**src/hdl/als_pkg.sv**
```systemverilog
// Shared types and constants for the Armijo line search sequencer.
// Depends on nothing; used by als_ctrl, als_datapath and the top level.
package als_pkg;

	localparam int STEP_W  = 20;
	localparam int FRAC_W  = 16;
	localparam int OBJ_W   = 32;
	localparam int TRIES_W = 7;
	localparam int CFG_IDX_W  = 3;
	localparam int CFG_DATA_W = 20;

	localparam logic [1:0] KIND_EVAL  = 2'd0;
	localparam logic [1:0] KIND_FINAL = 2'd1;
	localparam logic [1:0] KIND_ERR   = 2'd2;

	localparam logic [CFG_IDX_W-1:0] CFG_INITIAL_STEP  = 3'd0;
	localparam logic [CFG_IDX_W-1:0] CFG_SHRINK_FACTOR = 3'd1;
	localparam logic [CFG_IDX_W-1:0] CFG_ARMIJO_FACTOR = 3'd2;
	localparam logic [CFG_IDX_W-1:0] CFG_STEP_FLOOR    = 3'd3;
	localparam logic [CFG_IDX_W-1:0] CFG_MAX_TRIES     = 3'd4;

	localparam logic [STEP_W-1:0]  RST_INITIAL_STEP  = 20'd65536;
	localparam logic [FRAC_W-1:0]  RST_SHRINK_FACTOR = 16'd32768;
	localparam logic [FRAC_W-1:0]  RST_ARMIJO_FACTOR = 16'd7;
	localparam logic [FRAC_W-1:0]  RST_STEP_FLOOR    = 16'd1;
	localparam logic [TRIES_W-1:0] RST_MAX_TRIES     = 7'd20;

	typedef struct packed {
		logic                    operation;
		logic signed [OBJ_W-1:0] objective_now;
		logic [OBJ_W-1:0]        grad_sq;
		logic signed [OBJ_W-1:0] trial_objective;
	} in_item_t;

	typedef struct packed {
		logic [1:0]              kind;
		logic [STEP_W-1:0]       step;
		logic signed [OBJ_W-1:0] objective;
		logic [TRIES_W-1:0]      backtrack_count;
		logic                    success;
	} out_item_t;

	typedef enum logic [1:0] {
		ASEL_HOLD   = 2'd0,
		ASEL_INIT   = 2'd1,
		ASEL_SHRINK = 2'd2,
		ASEL_FLOOR  = 2'd3
	} alpha_sel_t;

	typedef enum logic [1:0] {
		OSEL_NONE  = 2'd0,
		OSEL_START = 2'd1,
		OSEL_EVAL  = 2'd2,
		OSEL_FINAL = 2'd3
	} out_sel_t;

	typedef struct packed {
		logic       capture;
		logic       mul_en;
		logic       prod_en;
		logic       sum_en;
		logic       cmp_en;
		logic       save_start;
		alpha_sel_t alpha_sel;
		logic       tries_clr;
		logic       tries_inc;
		logic       out_load;
		logic [1:0] out_kind;
		out_sel_t   out_sel;
		logic       out_success;
	} ctrl_cmd_t;

	typedef struct packed {
		logic in_op;
		logic op;
		logic g_zero;
		logic max_zero;
		logic holds;
		logic below_floor;
		logic exhausted;
	} dp_stat_t;

endpackage

```
**src/hdl/als_datapath.sv**
```systemverilog
// Datapath: configuration registers, search registers, decrease-term multiply
// pipeline, Armijo compare and the output register. Depends on als_pkg.
module als_datapath (
	input  logic                               clk,
	input  logic                               arst_n,
	input  logic                               cfg_we,
	input  logic [als_pkg::CFG_IDX_W-1:0]      cfg_index,
	input  logic [als_pkg::CFG_DATA_W-1:0]     cfg_wdata,
	input  als_pkg::in_item_t                  in_data,
	input  als_pkg::ctrl_cmd_t                 cmd,
	output als_pkg::dp_stat_t                  stat,
	output als_pkg::out_item_t                 out_data
);
	import als_pkg::*;

	logic [STEP_W-1:0]  init_step_q;
	logic [FRAC_W-1:0]  shrink_q;
	logic [FRAC_W-1:0]  armijo_q;
	logic [FRAC_W-1:0]  floor_q;
	logic [TRIES_W-1:0] max_tries_q;

	in_item_t                in_q;
	logic signed [OBJ_W-1:0] saved_obj_q;
	logic [OBJ_W-1:0]        saved_grad_q;
	logic [STEP_W-1:0]       alpha_q;
	logic [TRIES_W-1:0]      tries_q;
	out_item_t               out_q;

	logic [35:0]       ca_s1;
	logic [35:0]       shr_s1;
	logic [51:0]       phi_s2;
	logic [35:0]       plo_s2;
	logic [OBJ_W-1:0]  d_s3;
	logic              holds_s4;

	logic [51:0]        plo_c;
	logic [52:0]        sum_c;
	logic [36:0]        dfull_c;
	logic signed [33:0] thr_c;
	logic [STEP_W-1:0]  shrunk_c;
	logic [STEP_W-1:0]  floor_ext_c;
	logic [TRIES_W-1:0] tries_next_c;
	logic [STEP_W-1:0]  alpha_d;
	out_item_t          out_d;

	always_ff @(posedge clk or negedge arst_n) begin
		if (!arst_n) begin
			init_step_q <= RST_INITIAL_STEP;
			shrink_q    <= RST_SHRINK_FACTOR;
			armijo_q    <= RST_ARMIJO_FACTOR;
			floor_q     <= RST_STEP_FLOOR;
			max_tries_q <= RST_MAX_TRIES;
		end else if (cfg_we) begin
			case (cfg_index)
				CFG_INITIAL_STEP:  init_step_q <= cfg_wdata;
				CFG_SHRINK_FACTOR: shrink_q    <= cfg_wdata[FRAC_W-1:0];
				CFG_ARMIJO_FACTOR: armijo_q    <= cfg_wdata[FRAC_W-1:0];
				CFG_STEP_FLOOR:    floor_q     <= cfg_wdata[FRAC_W-1:0];
				CFG_MAX_TRIES:     max_tries_q <= cfg_wdata[TRIES_W-1:0];
				default: ;
			endcase
		end
	end

	assign shrunk_c     = shr_s1[35:16];
	assign floor_ext_c  = {4'b0, floor_q};
	assign tries_next_c = tries_q + 7'd1;

	always_comb begin
		case (cmd.alpha_sel)
			ASEL_INIT:   alpha_d = init_step_q;
			ASEL_SHRINK: alpha_d = shrunk_c;
			ASEL_FLOOR:  alpha_d = floor_ext_c;
			default:     alpha_d = alpha_q;
		endcase
	end

	always_ff @(posedge clk or negedge arst_n) begin
		if (!arst_n) begin
			saved_obj_q  <= '0;
			saved_grad_q <= '0;
			alpha_q      <= '0;
			tries_q      <= '0;
		end else begin
			if (cmd.save_start) begin
				saved_obj_q  <= in_q.objective_now;
				saved_grad_q <= in_q.grad_sq;
			end
			alpha_q <= alpha_d;
			if (cmd.tries_clr) begin
				tries_q <= '0;
			end else if (cmd.tries_inc) begin
				tries_q <= tries_next_c;
			end
		end
	end

	assign plo_c   = 52'(ca_s1) * 52'(saved_grad_q[15:0]);
	assign sum_c   = 53'(phi_s2) + 53'(plo_s2);
	assign dfull_c = sum_c[52:16];
	assign thr_c   = 34'(saved_obj_q) - $signed({2'b00, d_s3});

	always_ff @(posedge clk) begin
		if (cmd.capture) begin
			in_q <= in_data;
		end
		if (cmd.mul_en) begin
			ca_s1  <= 36'(armijo_q) * 36'(alpha_q);
			shr_s1 <= 36'(alpha_q) * 36'(shrink_q);
		end
		if (cmd.prod_en) begin
			phi_s2 <= 52'(ca_s1) * 52'(saved_grad_q[31:16]);
			plo_s2 <= plo_c[51:16];
		end
		if (cmd.sum_en) begin
			d_s3 <= (|dfull_c[36:32]) ? '1 : dfull_c[31:0];
		end
		if (cmd.cmp_en) begin
			holds_s4 <= (34'(in_q.trial_objective) <= thr_c);
		end
		if (cmd.out_load) begin
			out_q <= out_d;
		end
	end

	always_comb begin
		out_d                 = '0;
		out_d.kind            = cmd.out_kind;
		case (cmd.out_sel)
			OSEL_START: begin
				out_d.objective = in_q.objective_now;
				out_d.success   = 1'b1;
			end
			OSEL_EVAL: begin
				out_d.step = alpha_d;
			end
			OSEL_FINAL: begin
				out_d.step            = alpha_q;
				out_d.objective       = in_q.trial_objective;
				out_d.backtrack_count = tries_q;
				out_d.success         = cmd.out_success;
			end
			default: ;
		endcase
	end

	assign stat.in_op       = in_data.operation;
	assign stat.op          = in_q.operation;
	assign stat.g_zero      = (in_q.grad_sq == '0);
	assign stat.max_zero    = (max_tries_q == '0);
	assign stat.holds       = holds_s4;
	assign stat.below_floor = (shrunk_c < floor_ext_c);
	assign stat.exhausted   = (tries_next_c >= max_tries_q);
	assign out_data         = out_q;

endmodule

```
**config.mk**
```make
export PLATFORM = sky130hd
export DESIGN_NAME = als_datapath
export DESIGN_NICKNAME = d
export VERILOG_FILES = /design/src/hdl/als_pkg.sv /design/src/hdl/als_datapath.sv
export SDC_FILE = /design/constraint.sdc
export NUM_CORES = 2
export LEC_CHECK = 0
export BUFFER_PORTS_ARGS = -buffer_cell sky130_fd_sc_hd__buf_2
export CAP_MARGIN = 20
export CORE_MARGIN = 2
export CORE_UTILIZATION = 35
export CTS_BUF_LIST = sky130_fd_sc_hd__clkbuf_8
export DETAILED_ROUTE_END_ITERATION = 8
export HOLD_SLACK_MARGIN = 0.03
export PLACE_DENSITY = 0.49
export REMOVE_ABC_BUFFERS = 1
export SETUP_SLACK_MARGIN = 0.3
export SKIP_LAST_GASP = 1
export SLEW_MARGIN = 25
export SYNTH_ARGS = -nofsm -noshare
export SYNTH_HDL_FRONTEND = slang
export SYNTH_SLANG_ARGS = --single-unit
```
**constraint.sdc**
```tcl
create_clock -name clk -period 9 [get_ports clk]
set_input_delay 0.9 -clock clk [delete_from_list [all_inputs] [get_ports clk]]
set_output_delay 0.9 -clock clk [all_outputs]
set_load 0.02 [all_outputs]
```
==> impl_results.html <==
<table>
<tr><th>Metric</th><th>Value</th></tr>
<tr><th colspan="2">Layout</th></tr>
<tr><td>Final Net Count</td><td>10134</td></tr>
<tr><td>Share of post-route cells with drive strength above 1</td><td>0.0884</td></tr>
<tr><td>FILL cells</td><td>21983</td></tr>
<tr><td>Layout Area Growth over Synthesis</td><td>8.60%</td></tr>
<tr><td>Sequential cell area</td><td>14300 sq um</td></tr>
<tr><td>Combined area of the multi-input logic cells</td><td>55200 sq um</td></tr>
<tr><th colspan="2">CTS</th></tr>
<tr><td>Htree depth</td><td>3</td></tr>
<tr><td>Source-to-sink clock delay at the later pin of the worst-skew pair</td><td>900 ps</td></tr>
<tr><td>Hold buffer count at cts</td><td>0</td></tr>
<tr><td>Maximum clock insertion buffer count</td><td>3</td></tr>
<tr><td>Clock slew at the register clock pins of the worst setup and hold paths</td><td>60 ps</td></tr>
<tr><td>Clock root buffer</td><td>clkbuf_8</td></tr>
<tr><td>Number of clock sinks seen by CTS</td><td>502</td></tr>
<tr><td>Inserted Clock Buffers</td><td>101</td></tr>
<tr><td>TritonCTS clock tree</td><td>done</td></tr>
<tr><td>Post-CTS setup repair buffer count</td><td>0</td></tr>
<tr><td>Resized Gates After CTS</td><td>0</td></tr>
<tr><th colspan="2">Timing</th></tr>
<tr><td>F_max</td><td>126 MHz</td></tr>
<tr><td>Total negative slack</td><td>0 ps</td></tr>
<tr><td>Number of failing setup endpoints in the final timing report</td><td>0</td></tr>
<tr><td>Skew final</td><td>102 ps</td></tr>
<tr><td>Pins Over Slew Limit</td><td>0</td></tr>
<tr><td>Setup repair after global routing missed its margin</td><td>no</td></tr>
<tr><td>Final count of hold timing violations</td><td>0</td></tr>
<tr><td>Tmin final</td><td>7950 ps</td></tr>
<tr><td>Slew at the pin closest to its max-slew limit</td><td>1100 ps</td></tr>
<tr><td>Worst max-slew margin expressed relative to the limit</td><td>0.269</td></tr>
<tr><td>Period utilisation layout</td><td>0.883</td></tr>
<tr><th colspan="2">Worst hold path</th></tr>
<tr><td>Worst hold path class</td><td>in -&gt; async</td></tr>
<tr><th colspan="2">Yosys</th></tr>
<tr><td>Most instantiated library cell after synthesis</td><td>inv_1</td></tr>
<tr><td>Distinct cells, synth</td><td>70</td></tr>
<tr><td>Top cell types by occurrence after synthesis</td><td>inv_1 (1690), fa_1 (1447), nand2_1 (1202)</td></tr>
<tr><td>Register bit count reported by yosys</td><td>502</td></tr>
<tr><td>Fraction of registers with async set/reset</td><td>0.331</td></tr>
<tr><td>Cell taking the most area after synthesis</td><td>fa_1</td></tr>
<tr><td>Count of mapped cells out of synthesis</td><td>7899</td></tr>
<tr><td>Post-Synthesis Cell Area</td><td>77300 sq um</td></tr>
<tr><td>Seq/Total Area, Yosys</td><td>0.184</td></tr>
<tr><td>Share of the synthesized area in the top cell type</td><td>0.375</td></tr>
<tr><td>Cells taking the most area after synthesis</td><td>fa_1 (37%), edfxtp_1 (13%), ha_1 (9.4%)</td></tr>
<tr><td>Number of flops mapped to enable cells by yosys</td><td>336</td></tr>
<tr><td>Total of warnings raised by yosys</td><td>0</td></tr>
<tr><td>Mean post-synth cell area</td><td>9.79 sq um</td></tr>
<tr><td>Most used DFF post-synth</td><td>edfxtp_1</td></tr>
<tr><th colspan="2">Floorplan</th></tr>
<tr><td>Core region area</td><td>220000 sq um</td></tr>
<tr><td>Die outline height</td><td>474 um</td></tr>
<tr><td>Area enclosed by the die boundary</td><td>225000 sq um</td></tr>
<tr><td>Ports placed on the boundary</td><td>208</td></tr>
<tr><td>Floorplan row count</td><td>172</td></tr>
<tr><td>Starting Density</td><td>0.352</td></tr>
<tr><td>Floorplan die width</td><td>474 um</td></tr>
<tr><th colspan="2">Global route</th></tr>
<tr><td>Via count of the first global-routing pass</td><td>58802</td></tr>
<tr><td>Global-route wire length before repair</td><td>356000 um</td></tr>
<tr><td>Overall track demand over capacity in global routing</td><td>0.208</td></tr>
<tr><td>Pin count of the biggest net entering global routing</td><td>101</td></tr>
<tr><td>Remaining Overflow, GRT</td><td>0</td></tr>
<tr><td>Antenna violations before repair</td><td>25</td></tr>
<tr><th colspan="2">Setup path</th></tr>
<tr><td>R2R depth</td><td>23</td></tr>
<tr><td>Crit path launch type</td><td>flop</td></tr>
<tr><td>CP Data Required Time</td><td>9580 ps</td></tr>
<tr><td>Arrival time of the worst setup path</td><td>8530 ps</td></tr>
<tr><td>Endpoint class of the critical path</td><td>flop</td></tr>
<tr><td>Highest net fanout along the worst path</td><td>19</td></tr>
<tr><td>Setup Crit Path Kind</td><td>reg -&gt; reg</td></tr>
<tr><th colspan="2">Placement</th></tr>
<tr><td>Detailed placer's ending HPWL</td><td>179000 um</td></tr>
<tr><td>Port buffer count</td><td>207</td></tr>
<tr><td>Final weighted congestion in routability-driven placement</td><td>0.868</td></tr>
<tr><th colspan="2">Route</th></tr>
<tr><td>Wire length reported by the detailed router</td><td>229000 um</td></tr>
<tr><td>1st-pass router iterations</td><td>5</td></tr>
<tr><td>Number of vias in the routed layout</td><td>53653</td></tr>
<tr><td>Vias per cell</td><td>4.87</td></tr>
<tr><td>Number of design-rule violations left by the first detailed-router iteration</td><td>2776</td></tr>
<tr><td>Wire length per cell after detailed routing</td><td>20.8 um</td></tr>
<tr><td>Antenna Nets Post-Route</td><td>0</td></tr>
<tr><td>Post-route DRC</td><td>0</td></tr>
<tr><th colspan="2">Run status</th></tr>
<tr><td>Result of the run</td><td>finished clean</td></tr>
<tr><th colspan="2">Flow run</th></tr>
<tr><td>Max Cap Violations</td><td>0</td></tr>
</table>
worst paths after layout:
| check | start | slack, ps | endpoint |
|---|---|---|---|
| worst max-delay path | alpha_q[7] | 1050 | ca_s1[34] |
| min in group clk | in_data[45] | 180 | in_q[45] |
| worst min-delay path | arst_n | 130 | saved_obj_q[5] |
| max in group asynchronous | arst_n | 7620 | armijo_q[3] |
| worst max register to register | alpha_q[7] | 1050 | ca_s1[34] |
| worst min register to register | init_step_q[3] | 500 | init_step_q[3] |
metal layers:
metal  wire (um)  track usage  vias up
met1      101000        0.279    28033
li1            -            -    24086
met2      111000        0.354     1222
met3       11300       0.0303      302
met5          71            0        -
met4        5560       0.0502       10
layout by cell type (no fill, tap or decap), types with 15 or more instances in the layout:
cell type  count
a211oi_1      23
a21o_1       140
a21oi_1      147
a31oi_1       19
and2_1       688
and3_1        28
buf_2        200
buf_4        175
clkbuf_8     105
clkinv_1      16
clkinv_2      22
dfrtp_1      150
edfxtp_1     336
fa_1        1447
ha_1         583
inv_1       1721
mux2_2       131
mux2i_1       54
mux4_2        16
nand2_1     1202
nand2b_1      29
nand3_1       38
nand4_1       33
nor2_1       118
nor2b_1       73
nor3_1        35
nor4_1        15
o21a_1        26
o21ai_0      100
o21bai_1      19
xnor2_1      112
xor2_1        78
stage by stage:
step | utilization | hold WS, ps | setup slack [ps] | cell area, sq um | std cells
2_1_floorplan | - | 448 | 2010 | 75700 | 7479
3_3_place_gp | 0.373 | 484 | 1120 | 81900 | 10820
3_5_place_dp | 0.373 | 479 | 1090 | 81900 | 10820
4_1_cts | 0.382 | 53.4 | 930 | 83900 | 11009
5_1_grt | 0.382 | 75.3 | 579 | 84000 | 11017
6_report | 0.382 | 129 | 1050 | 84000 | 11022
state kept, by name, summed over array words and instances (netlist names), 16 cells and up:
register and flops:
alpha_q 20, armijo_q 16, ca_s1 36, d_s3 32, floor_q 16, in_q 96, init_step_q 20, out_data 62
phi_s2 52, plo_s2 36, saved_grad_q 32, saved_obj_q 32, shr_s1 20, shrink_q 16
logic make-up after synthesis:
logic type,synth area share
and+or+nand+nor,0.142
muxes,0.0307
AOI/OAI and AO/OA,0.0495
buffers and inverters,0.103
adders and majority gates,0.469
DFF,0.184
xor gates and xnor gates,0.0218
critical path, stage by stage (launching register included):
cell	delay, ps
dfrtp_1	1050
buf_4	290
nand2_1	70
fa_1	510
inv_1	50
fa_1	510
fa_1	420
fa_1	490
inv_1	60
fa_1	500
fa_1	490
inv_1	50
ha_1	340
a211o_1	370
a2111o_1	390
a21oi_2	160
o31ai_1	160
a221o_1	430
a41o_1	300
o41ai_2	310
o21ai_1	200
o21ai_0	180
o21ai_0	120
xor2_1	170
cell type report:
class / count / area share
multi-input cells: 5287 / 0.657
flip-flops and latches: 502 / 0.170
inverters: 1690 / 0.0756
well taps: 2958 / 0.0441
repair buffers: 383 / 0.0294
clock buffers: 104 / 0.0170
clock inverters: 85 / 0.00671
diodes: 13 / 0.000387
Power is not shown: default switching activity piles up to over one toggle a cycle in this logic, so the estimate is an artifact.
