`src/hdl/als_pkg.sv`:
```
// Shared types and constants for the Armijo line search sequencer.
// Depends on nothing; used by als_ctrl, als_datapath and the top level.
package als_pkg;

	localparam int STEP_W  = 20;
	localparam int FRAC_W  = 16;
	localparam int OBJ_W   = 32;
	localparam int TRIES_W = 7;
	localparam int CFG_IDX_W  = 3;
	localparam int CFG_DATA_W = 20;

	localparam logic [1:0] KIND_EVAL  = 2'd0;
	localparam logic [1:0] KIND_FINAL = 2'd1;
	localparam logic [1:0] KIND_ERR   = 2'd2;

	localparam logic [CFG_IDX_W-1:0] CFG_INITIAL_STEP  = 3'd0;
	localparam logic [CFG_IDX_W-1:0] CFG_SHRINK_FACTOR = 3'd1;
	localparam logic [CFG_IDX_W-1:0] CFG_ARMIJO_FACTOR = 3'd2;
	localparam logic [CFG_IDX_W-1:0] CFG_STEP_FLOOR    = 3'd3;
	localparam logic [CFG_IDX_W-1:0] CFG_MAX_TRIES     = 3'd4;

	localparam logic [STEP_W-1:0]  RST_INITIAL_STEP  = 20'd65536;
	localparam logic [FRAC_W-1:0]  RST_SHRINK_FACTOR = 16'd32768;
	localparam logic [FRAC_W-1:0]  RST_ARMIJO_FACTOR = 16'd7;
	localparam logic [FRAC_W-1:0]  RST_STEP_FLOOR    = 16'd1;
	localparam logic [TRIES_W-1:0] RST_MAX_TRIES     = 7'd20;

	typedef struct packed {
		logic                    operation;
		logic signed [OBJ_W-1:0] objective_now;
		logic [OBJ_W-1:0]        grad_sq;
		logic signed [OBJ_W-1:0] trial_objective;
	} in_item_t;

	typedef struct packed {
		logic [1:0]              kind;
		logic [STEP_W-1:0]       step;
		logic signed [OBJ_W-1:0] objective;
		logic [TRIES_W-1:0]      backtrack_count;
		logic                    success;
	} out_item_t;

	typedef enum logic [1:0] {
		ASEL_HOLD   = 2'd0,
		ASEL_INIT   = 2'd1,
		ASEL_SHRINK = 2'd2,
		ASEL_FLOOR  = 2'd3
	} alpha_sel_t;

	typedef enum logic [1:0] {
		OSEL_NONE  = 2'd0,
		OSEL_START = 2'd1,
		OSEL_EVAL  = 2'd2,
		OSEL_FINAL = 2'd3
	} out_sel_t;

	typedef struct packed {
		logic       capture;
		logic       mul_en;
		logic       prod_en;
		logic       sum_en;
		logic       cmp_en;
		logic       save_start;
		alpha_sel_t alpha_sel;
		logic       tries_clr;
		logic       tries_inc;
		logic       out_load;
		logic [1:0] out_kind;
		out_sel_t   out_sel;
		logic       out_success;
	} ctrl_cmd_t;

	typedef struct packed {
		logic in_op;
		logic op;
		logic g_zero;
		logic max_zero;
		logic holds;
		logic below_floor;
		logic exhausted;
	} dp_stat_t;

endpackage

```
`src/hdl/als_ctrl.sv`:
```
// Controller: item sequencing state machine, search phase and output valid.
// Depends on als_pkg; drives als_datapath through ctrl_cmd_t.
module als_ctrl (
	input  logic                clk,
	input  logic                arst_n,
	input  logic                in_valid,
	output logic                in_ready,
	output logic                out_valid,
	input  logic                out_ready,
	input  als_pkg::dp_stat_t   stat,
	output als_pkg::ctrl_cmd_t  cmd
);
	import als_pkg::*;

	typedef enum logic [5:0] {
		ST_IDLE = 6'b000001,
		ST_MUL  = 6'b000010,
		ST_PROD = 6'b000100,
		ST_SUM  = 6'b001000,
		ST_CMP  = 6'b010000,
		ST_OUT  = 6'b100000
	} state_t;

	typedef enum logic [3:0] {
		PH_IDLE  = 4'b0001,
		PH_TRY   = 4'b0010,
		PH_FLOOR = 4'b0100,
		PH_LAST  = 4'b1000
	} phase_t;

	state_t state_q, state_d;
	phase_t phase_q, phase_d;
	logic   out_valid_q;
	logic   accept;
	logic   slot_free;

	assign in_ready  = (state_q == ST_IDLE);
	assign accept    = in_valid && in_ready;
	assign slot_free = !out_valid_q || out_ready;
	assign out_valid = out_valid_q;

	always_comb begin
		state_d       = state_q;
		phase_d       = phase_q;
		cmd           = '0;
		cmd.alpha_sel = ASEL_HOLD;
		cmd.out_sel   = OSEL_NONE;
		cmd.out_kind  = KIND_ERR;
		case (state_q)
			ST_IDLE: begin
				if (accept) begin
					cmd.capture = 1'b1;
					if (stat.in_op && (phase_q inside {PH_TRY, PH_FLOOR})) begin
						state_d = ST_MUL;
					end else begin
						state_d = ST_OUT;
					end
				end
			end
			ST_MUL: begin
				cmd.mul_en = 1'b1;
				state_d    = ST_PROD;
			end
			ST_PROD: begin
				cmd.prod_en = 1'b1;
				state_d     = ST_SUM;
			end
			ST_SUM: begin
				cmd.sum_en = 1'b1;
				state_d    = ST_CMP;
			end
			ST_CMP: begin
				cmd.cmp_en = 1'b1;
				state_d    = ST_OUT;
			end
			ST_OUT: begin
				if (slot_free) begin
					cmd.out_load = 1'b1;
					state_d      = ST_IDLE;
					if (!stat.op) begin
						if (phase_q != PH_IDLE) begin
							cmd.out_kind = KIND_ERR;
						end else if (stat.g_zero) begin
							cmd.out_kind = KIND_FINAL;
							cmd.out_sel  = OSEL_START;
						end else begin
							cmd.save_start = 1'b1;
							cmd.alpha_sel  = ASEL_INIT;
							cmd.tries_clr  = 1'b1;
							cmd.out_kind   = KIND_EVAL;
							cmd.out_sel    = OSEL_EVAL;
							phase_d        = stat.max_zero ? PH_LAST : PH_TRY;
						end
					end else begin
						case (phase_q)
							PH_LAST: begin
								cmd.out_kind = KIND_FINAL;
								cmd.out_sel  = OSEL_FINAL;
								phase_d      = PH_IDLE;
							end
							PH_FLOOR: begin
								cmd.out_kind    = KIND_FINAL;
								cmd.out_sel     = OSEL_FINAL;
								cmd.out_success = stat.holds;
								phase_d         = PH_IDLE;
							end
							PH_TRY: begin
								if (stat.holds) begin
									cmd.out_kind    = KIND_FINAL;
									cmd.out_sel     = OSEL_FINAL;
									cmd.out_success = 1'b1;
									phase_d         = PH_IDLE;
								end else begin
									cmd.tries_inc = 1'b1;
									cmd.out_kind  = KIND_EVAL;
									cmd.out_sel   = OSEL_EVAL;
									if (stat.below_floor) begin
										cmd.alpha_sel = ASEL_FLOOR;
										phase_d       = PH_FLOOR;
									end else begin
										cmd.alpha_sel = ASEL_SHRINK;
										phase_d       = stat.exhausted ? PH_LAST : PH_TRY;
									end
								end
							end
							default: begin
								cmd.out_kind = KIND_ERR;
							end
						endcase
					end
				end
			end
			default: begin
				state_d = ST_IDLE;
			end
		endcase
	end

	always_ff @(posedge clk or negedge arst_n) begin
		if (!arst_n) begin
			state_q     <= ST_IDLE;
			phase_q     <= PH_IDLE;
			out_valid_q <= 1'b0;
		end else begin
			state_q <= state_d;
			phase_q <= phase_d;
			if (cmd.out_load) begin
				out_valid_q <= 1'b1;
			end else if (out_ready) begin
				out_valid_q <= 1'b0;
			end
		end
	end

	a_load_free: assert property (@(posedge clk) disable iff (!arst_n)
		cmd.out_load |-> (!out_valid_q || out_ready))
		else $error("result loaded over a pending transaction");

	a_load_valid: assert property (@(posedge clk) disable iff (!arst_n)
		cmd.out_load |=> out_valid)
		else $error("loaded result not presented");

	a_mul_phase: assert property (@(posedge clk) disable iff (!arst_n)
		(state_q == ST_MUL) |-> (phase_q == PH_TRY || phase_q == PH_FLOOR))
		else $error("decrease term computed outside a trial phase");

	a_pipe_order: assert property (@(posedge clk) disable iff (!arst_n)
		(state_q == ST_MUL) |=> (state_q == ST_PROD) ##1 (state_q == ST_SUM)
			##1 (state_q == ST_CMP) ##1 (state_q == ST_OUT))
		else $error("compare pipeline out of sequence");

	a_one_item: assert property (@(posedge clk) disable iff (!arst_n)
		accept |=> !in_ready)
		else $error("second transaction accepted while one is in work");

endmodule

```
`config.mk`:
```
export PLATFORM = sky130hd
export DESIGN_NAME = als_ctrl
export DESIGN_NICKNAME = d
export VERILOG_FILES = /design/src/hdl/als_pkg.sv /design/src/hdl/als_ctrl.sv
export SDC_FILE = /design/constraint.sdc
export NUM_CORES = 1
export LEC_CHECK = 0
export BUFFER_PORTS_ARGS = -buffer_cell sky130_fd_sc_hd__buf_2
export CORE_MARGIN = 4
export CORE_UTILIZATION = 45
export CTS_CLUSTER_SIZE = 14
export DETAILED_ROUTE_END_ITERATION = 16
export GPL_TIMING_DRIVEN = 1
export PLACE_DENSITY = 0.74
export SLEW_MARGIN = 25
export SYNTH_ARGS = -nofsm -noshare
export SYNTH_HDL_FRONTEND = slang
export SYNTH_SLANG_ARGS = --single-unit
```
`constraint.sdc`:
```
create_clock -name clk -period 3.62 [get_ports clk]
set_clock_uncertainty 0.15 [all_clocks]
set_input_delay 0.362 -clock clk [delete_from_list [all_inputs] [get_ports clk]]
set_output_delay 0.362 -clock clk [all_outputs]
set_load 0.02 [all_outputs]
```
==> results of run 1 <==
## worst max-delay path, delay by kind of cell (launching register included)
kind | cells | cell delay (ns)
compound gates | 1 | 0.39
simple gates | 2 | 0.65
buf+inv | 1 | 0.23
flops | 1 | 0.47
## kinds of logic after synthesis
group,Yosys count
multiplexers,2
flip-flops,11
XOR/XNOR,1
AND/OR/NAND/NOR,48
buffers and inverters,19
AO/OA/AOI/OAI,23
## cell type report
| class | count | area, um2 | area share (%) |
|---|---|---|---|
| well taps | 25 | 31.3 | 2.99 |
| repair buffers | 29 | 150 | 14.4 |
| inverters | 9 | 33.8 | 3.23 |
| multi-input cells | 74 | 526 | 50.2 |
| flip-flops and latches | 11 | 278 | 26.6 |
| clock inverters | 1 | 5.00 | 0.478 |
| clock buffers | 3 | 22.5 | 2.15 |
## worst max path at each step
stage / end / cells past startpoint / startpoint / slack [ns]
5_1_grt: cmd[0] / 4 / state_q[1]$_DFFE_PN0P_ / 0.89
4_1_cts: cmd[0] / 4 / state_q[1]$_DFFE_PN0P_ / 1.10
3_3_place_gp: cmd[0] / 4 / state_q[1]$_DFFE_PN0P_ / 1.44
3_5_place_dp: cmd[0] / 4 / state_q[1]$_DFFE_PN0P_ / 1.41
2_1_floorplan: cmd[0] / 3 / state_q[1]$_DFFE_PN0P_ / 0.98
6_report: cmd[0] / 4 / state_q[1]$_DFFE_PN0P_ / 1.08
## placed cells by master, fill, tap and decap left out, drive strengths merged, types with 2 or more instances in the layout
master and instances:
dfrtp 9, nand3b 2, nor2 10, o31ai 3
and3b 2, o32ai 2, dfstp 2, nand4b 2
nor3b 6, inv 9, clkbuf 3, nand3 3
a21oi 3, mux2 2, buf 28, nand2b 5
a2111oi 2, nand2 5, o21ai 4, a21o 3
or3b 2, nor2b 3
## flip-flops by register name, indices dropped and copies added (netlist names)
name / cells
state_q: 6
phase_q: 4
out_valid: 1
## stage by stage
step	total power [mW]	worst slack (ns)	hold WS [ns]	util (%)	cells
floorplan	0.178	0.977	-0.0836	-	104
global placement	0.198	1.44	0.0830	56.0	147
detailed placement	0.200	1.41	0.0910	56.0	147
CTS	0.288	1.10	0.220	58.1	152
global route	0.304	0.888	0.215	58.1	152
finish	0.285	1.08	0.222	58.1	152
## power by group through the flow
stage	Sequential (mW)	Combinational (mW)	Clock, mW
after floorplan	0.140	0.0387	0
final	0.137	0.0618	0.0869
after detailed placement	0.139	0.0610	0
after global placement	0.139	0.0589	0
after global routing	0.138	0.0690	0.0976
after CTS	0.137	0.0619	0.0897
## routing by layer
metal | vias up | GRT usage, %
met1 | 379 | 21.6
met5 | - | 0
met4 | 0 | 4.68
met2 | 26 | 24.8
li1 | 414 | -
met3 | 2 | 5.98
==> results_dict.tcl, run 1 <==
set metrics [dict create \
    status "complete, no violations" \
    wl_um 1970 \
    ios 29 \
    combPwrFrac_pct 21.7 \
    grt_max_degree 14 \
    synth-seq-cells 11 \
    drt_iter0_drc 22 \
    clockBufferDepth 2 \
    critical_path_class "register to output port" \
    rsz0062_at_grt "false" \
    cts_root_buf "clkbuf_4" \
    path_clk_slew_ns 0.08 \
    crit_path_max_incr_delay_ns 0.47 \
    ir_drop_v 0.000184 \
    finalMaxSlewViolations 0 \
    final_area_um2 1050 \
    htreeDepth 1 \
    syn_nets 115 \
    cp_cell_sequence "nor4_4 > nand4b_2 > a2111oi_0 > buf_2" \
    grt_pass1_wl_um 3360 \
    die_x_um 52.7 \
    cts_made_buffers 3 \
    track_usage_pct 16.4 \
    dpl.hpwl_um 1490 \
    clock-sinks 11 \
    num_antenna_cells 0 \
    min_to "state_q[1]$_DFFE_PN0P_" \
    yosysTopAreaCell "dfrtp_1" \
    yosys_warnings 0 \
    syn_area_um2 901 \
    synth.top_cells.by_count "nor2_1 (10), dfrtp_1 (9), inv_1 (8)" \
    cts_hold_buffers 1 \
    slew-limit-headroom_pct 62.3 \
    placed_area_um2 1010 \
    cp.arrival_ns 2.02 \
    hold_viol_final 0 \
    drt-met1-wl_um 970 \
    hold_path_startpoint "in_valid" \
    drc_errors 0 \
    yosysTopAreaCellShare_pct 25.0 \
    worst_setup_path_start_kind "register" \
    ys_types 44 \
    port_buffers 28 \
    power_frac_clock_pct 30.5 \
    drive_above_1_share_pct 33.9 \
    min_period_ns 2.54 \
    worstReg2RegEnd "phase_q[3]$_DFFE_PN0P_" \
    syn_area_per_cell_um2 8.66 \
    ys.flop_type "dfrtp_1" \
    worst_skew_pair.late_latency_ns 0.28 \
    synthSimpleGateAreaFrac_pct 35.4 \
    worstPathMaxFanout 9 \
    met2_length_um 848 \
    fin_crit_sh_pct 70.1 \
    dieArea_um2 2780 \
    vias_per_cell 5.40 \
    synth_seq_area_share_pct 30.8 \
    cts.repair.resized 0 \
    power_per_cell_area_nw_per_um2 273 \
    worstReg2RegStart "phase_q[1]$_DFFE_PN0P_" \
    synth_compound_gate_area_share_pct 18.6 \
    fp-row-count 15 \
    min_path_cells 2 \
    synthXorXnorAreaFrac_pct 0.972 \
    setup_tns_ns 0 \
    vias 821 \
    muxShareOfSynthArea_pct 3.33 \
    top_layer "met4" \
    grt_overflow 0 \
    drv_cap 0 \
    hold_class "input pin to register" \
    die_h_um 52.7 \
    synth_fa_ha_area_share_pct 0 \
    leakagePower_nw 0.528 \
    p_switching_uw 91.9 \
    synth_top_family_by_area "simple AND/OR/NAND/NOR gates" \
    postRouteAntennaNets 0 \
    ys_async_sr_fraction_pct 100 \
    initial_utilization_pct 50.0 \
    nets 139 \
    cts_setup_buffers 0 \
    setup_viol 0 \
    grt_pass1_vias 767 \
    core-area_um2 1800 \
    cp-end-kind "output port" \
    cellInternalPower_uw 193 \
    reg2regPathDepth 4 \
    r2r_slack_ns 1.63 \
    cts_tree "yes" \
    area_delta_synth_final_pct 16.1 \
    worst_slew_pin_slew_ns 0.551 \
    gp_congestion 0.910 \
    post_drt_wl_per_cell_um 12.9 \
    max_freq_ghz 0.394 \
    required_ns 3.11 \
    swShare_pct 32.2 \
    synthTopCellsByArea "dfrtp_1 (25%), dfstp_2 (5.8%), nor3b_1 (5.0%)" \
    first_pass_iters 4 \
    synth_edf_count 0 \
    slowest_stage "dfrtp_1" \
    nFillCells 158 \
    synth_most_common_cell "nor2_1" \
    antenna_found_initial 0 \
    wl_met3_um 132 \
    synthesis.instances 104 \
    pwr-share-seq_pct 47.9 \
]
No activity file was read; power rests on OpenSTA's default activity.
==> run 2: changes to the inputs <==
==> constraint.sdc (replaced) <==
create_clock -name clk -period 2.6 [get_ports clk]
set_clock_uncertainty 0.15 [all_clocks]
set_input_delay 0.26 -clock clk [delete_from_list [all_inputs] [get_ports clk]]
set_output_delay 0.26 -clock clk [all_outputs]
set_load 0.02 [all_outputs]
==> run 2 against run 1 <==
  * Via count rose by 0.97%
  * Setup slack lost 0.89 ns
  * Sequential share of layout area is 0.22 points lower
  * Critical path type unchanged
  * Critical endpoint unchanged
==> results_dict.tcl, run 2 (synthesis results as in run 1) <==
set metrics [dict create \
    nets 139 \
    nFillCells 164 \
    worst_setup_path_start_kind "register" \
    fin_crit_sh_pct 92.5 \
    track_usage_pct 16.6 \
    die_h_um 52.7 \
    wl_um 2010 \
    postRouteAntennaNets 0 \
    grt_max_degree 14 \
    drt_iter0_drc 18 \
    seq_area_um2 278 \
    port_buffers 28 \
    dpl.hpwl_um 1540 \
    rsz0062_at_grt "false" \
    slew-limit-headroom_pct 58.6 \
    vias 829 \
    die_x_um 52.7 \
    max_freq_ghz 0.416 \
    grt_overflow 0 \
    fin_util_pct 58.5 \
    cts_made_buffers 3 \
    mostFrequentLayoutCells "buf_2 (28), nor2_1 (10), dfrtp_1 (9)" \
    clock-sinks 11 \
    min_period_ns 2.40 \
    required_ns 2.19 \
    setup_tns_ns 0 \
    status "complete, no violations" \
    post_drt_wl_per_cell_um 13.2 \
    ir_drop_v 0.000327 \
    power_per_cell_area_nw_per_um2 381 \
    first_pass_iters 4 \
    initial_utilization_pct 50.0 \
    cp-end-kind "output port" \
    ios 29 \
    setup_viol 0 \
    multiInputGateArea_um2 534 \
    fp-row-count 15 \
    drv_cap 0 \
    path_clk_slew_ns 0.08 \
    area_delta_synth_final_pct 17.1 \
    place_ws_ns 0.459 \
    clockBufferDepth 2 \
    grt_pass1_vias 780 \
    power_uw 402 \
    hold_class "input pin to register" \
    dieArea_um2 2780 \
    worstPathMaxFanout 9 \
    cp.arrival_ns 1.99 \
    cts_root_buf "clkbuf_4" \
    gp_congestion 0.910 \
    num_antenna_cells 0 \
    final_common_cell "buf_2" \
    largest_reg_flops 6 \
    antenna_found_initial 0 \
    grt_pass1_wl_um 3390 \
    drc_errors 0 \
    finalMaxSlewViolations 0 \
    core-area_um2 1800 \
    worst_skew_pair.late_latency_ns 0.28 \
    max_flop_register "state_q" \
    critical_path_class "register to output port" \
    hold_viol_final 0 \
    cts_tree "yes" \
    vias_per_cell 5.45 \
    worst_slew_pin_slew_ns 0.606 \
    leakagePower_nw 0.529 \
    drive_above_1_share_pct 33.9 \
    htreeDepth 1 \
    worst_slack_ns 0.195 \
]
[run 2: cell counts in the layout (fill, tap and decap cells not counted)]
No cell type changed its count.
[run 2: final timing paths]
kind	slack, ns	cells past startpoint	startpoint	end
min in group asynchronous	0.22	2	arst_n	state_q[5]$_DFFE_PN0P_
max in group asynchronous	1.80	2	arst_n	phase_q[0]$_DFFE_PN1P_
max	0.20	4	state_q[1]$_DFFE_PN0P_	cmd[0]
min reg2reg	0.39	2	phase_q[0]$_DFFE_PN1P_	phase_q[0]$_DFFE_PN1P_
max reg2reg	0.61	4	phase_q[1]$_DFFE_PN0P_	phase_q[3]$_DFFE_PN0P_
min	0.12	2	in_valid	state_q[1]$_DFFE_PN0P_
[run 2: layout make-up]
type,count,area share (%)
clock buffers,3,2.14
clock inverters,1,0.474
inverters,9,3.20
multi-input cells,74,50.7
flip-flops and latches,11,26.3
well taps,25,2.97
repair buffers,29,14.2
[run 2: metrics by stage]
step	hold slack, ns	cell area [um2]	cells
after floorplan	-0.186	901	104
after global placement	-0.0189	1010	147
after detailed placement	-0.0106	1010	147
after CTS	0.115	1050	152
after global routing	0.114	1050	152
final	0.120	1050	152
[run 2: timing repair]
action,CTS,global route
hold buffers,1,0
setup buffers,0,0
resized for setup,0,1
hold endpoints to repair,11,0
setup endpoints to repair,0,1
[run 2: routing by layer]
metal | up-vias | track usage [%] | routed length, um
met2 | 30 | 26.2 | 880
met3 | 2 | 5.70 | 128
li1 | 413 | - | -
met1 | 384 | 21.1 | 985
met5 | - | 0 | 0
met4 | 0 | 5.11 | 13
[run 2: power breakdown]
group	internal [mW]	switching, mW
Clock	0.0571	0.0666
Combinational	0.0331	0.0545
Sequential	0.180	0.0111
[run 2: critical path: stages, from the launching register on]
cell	delay, ns
dfrtp_1	0.47
nor4_4	0.39
nand4b_4	0.22
a2111oi_0	0.39
buf_2	0.24
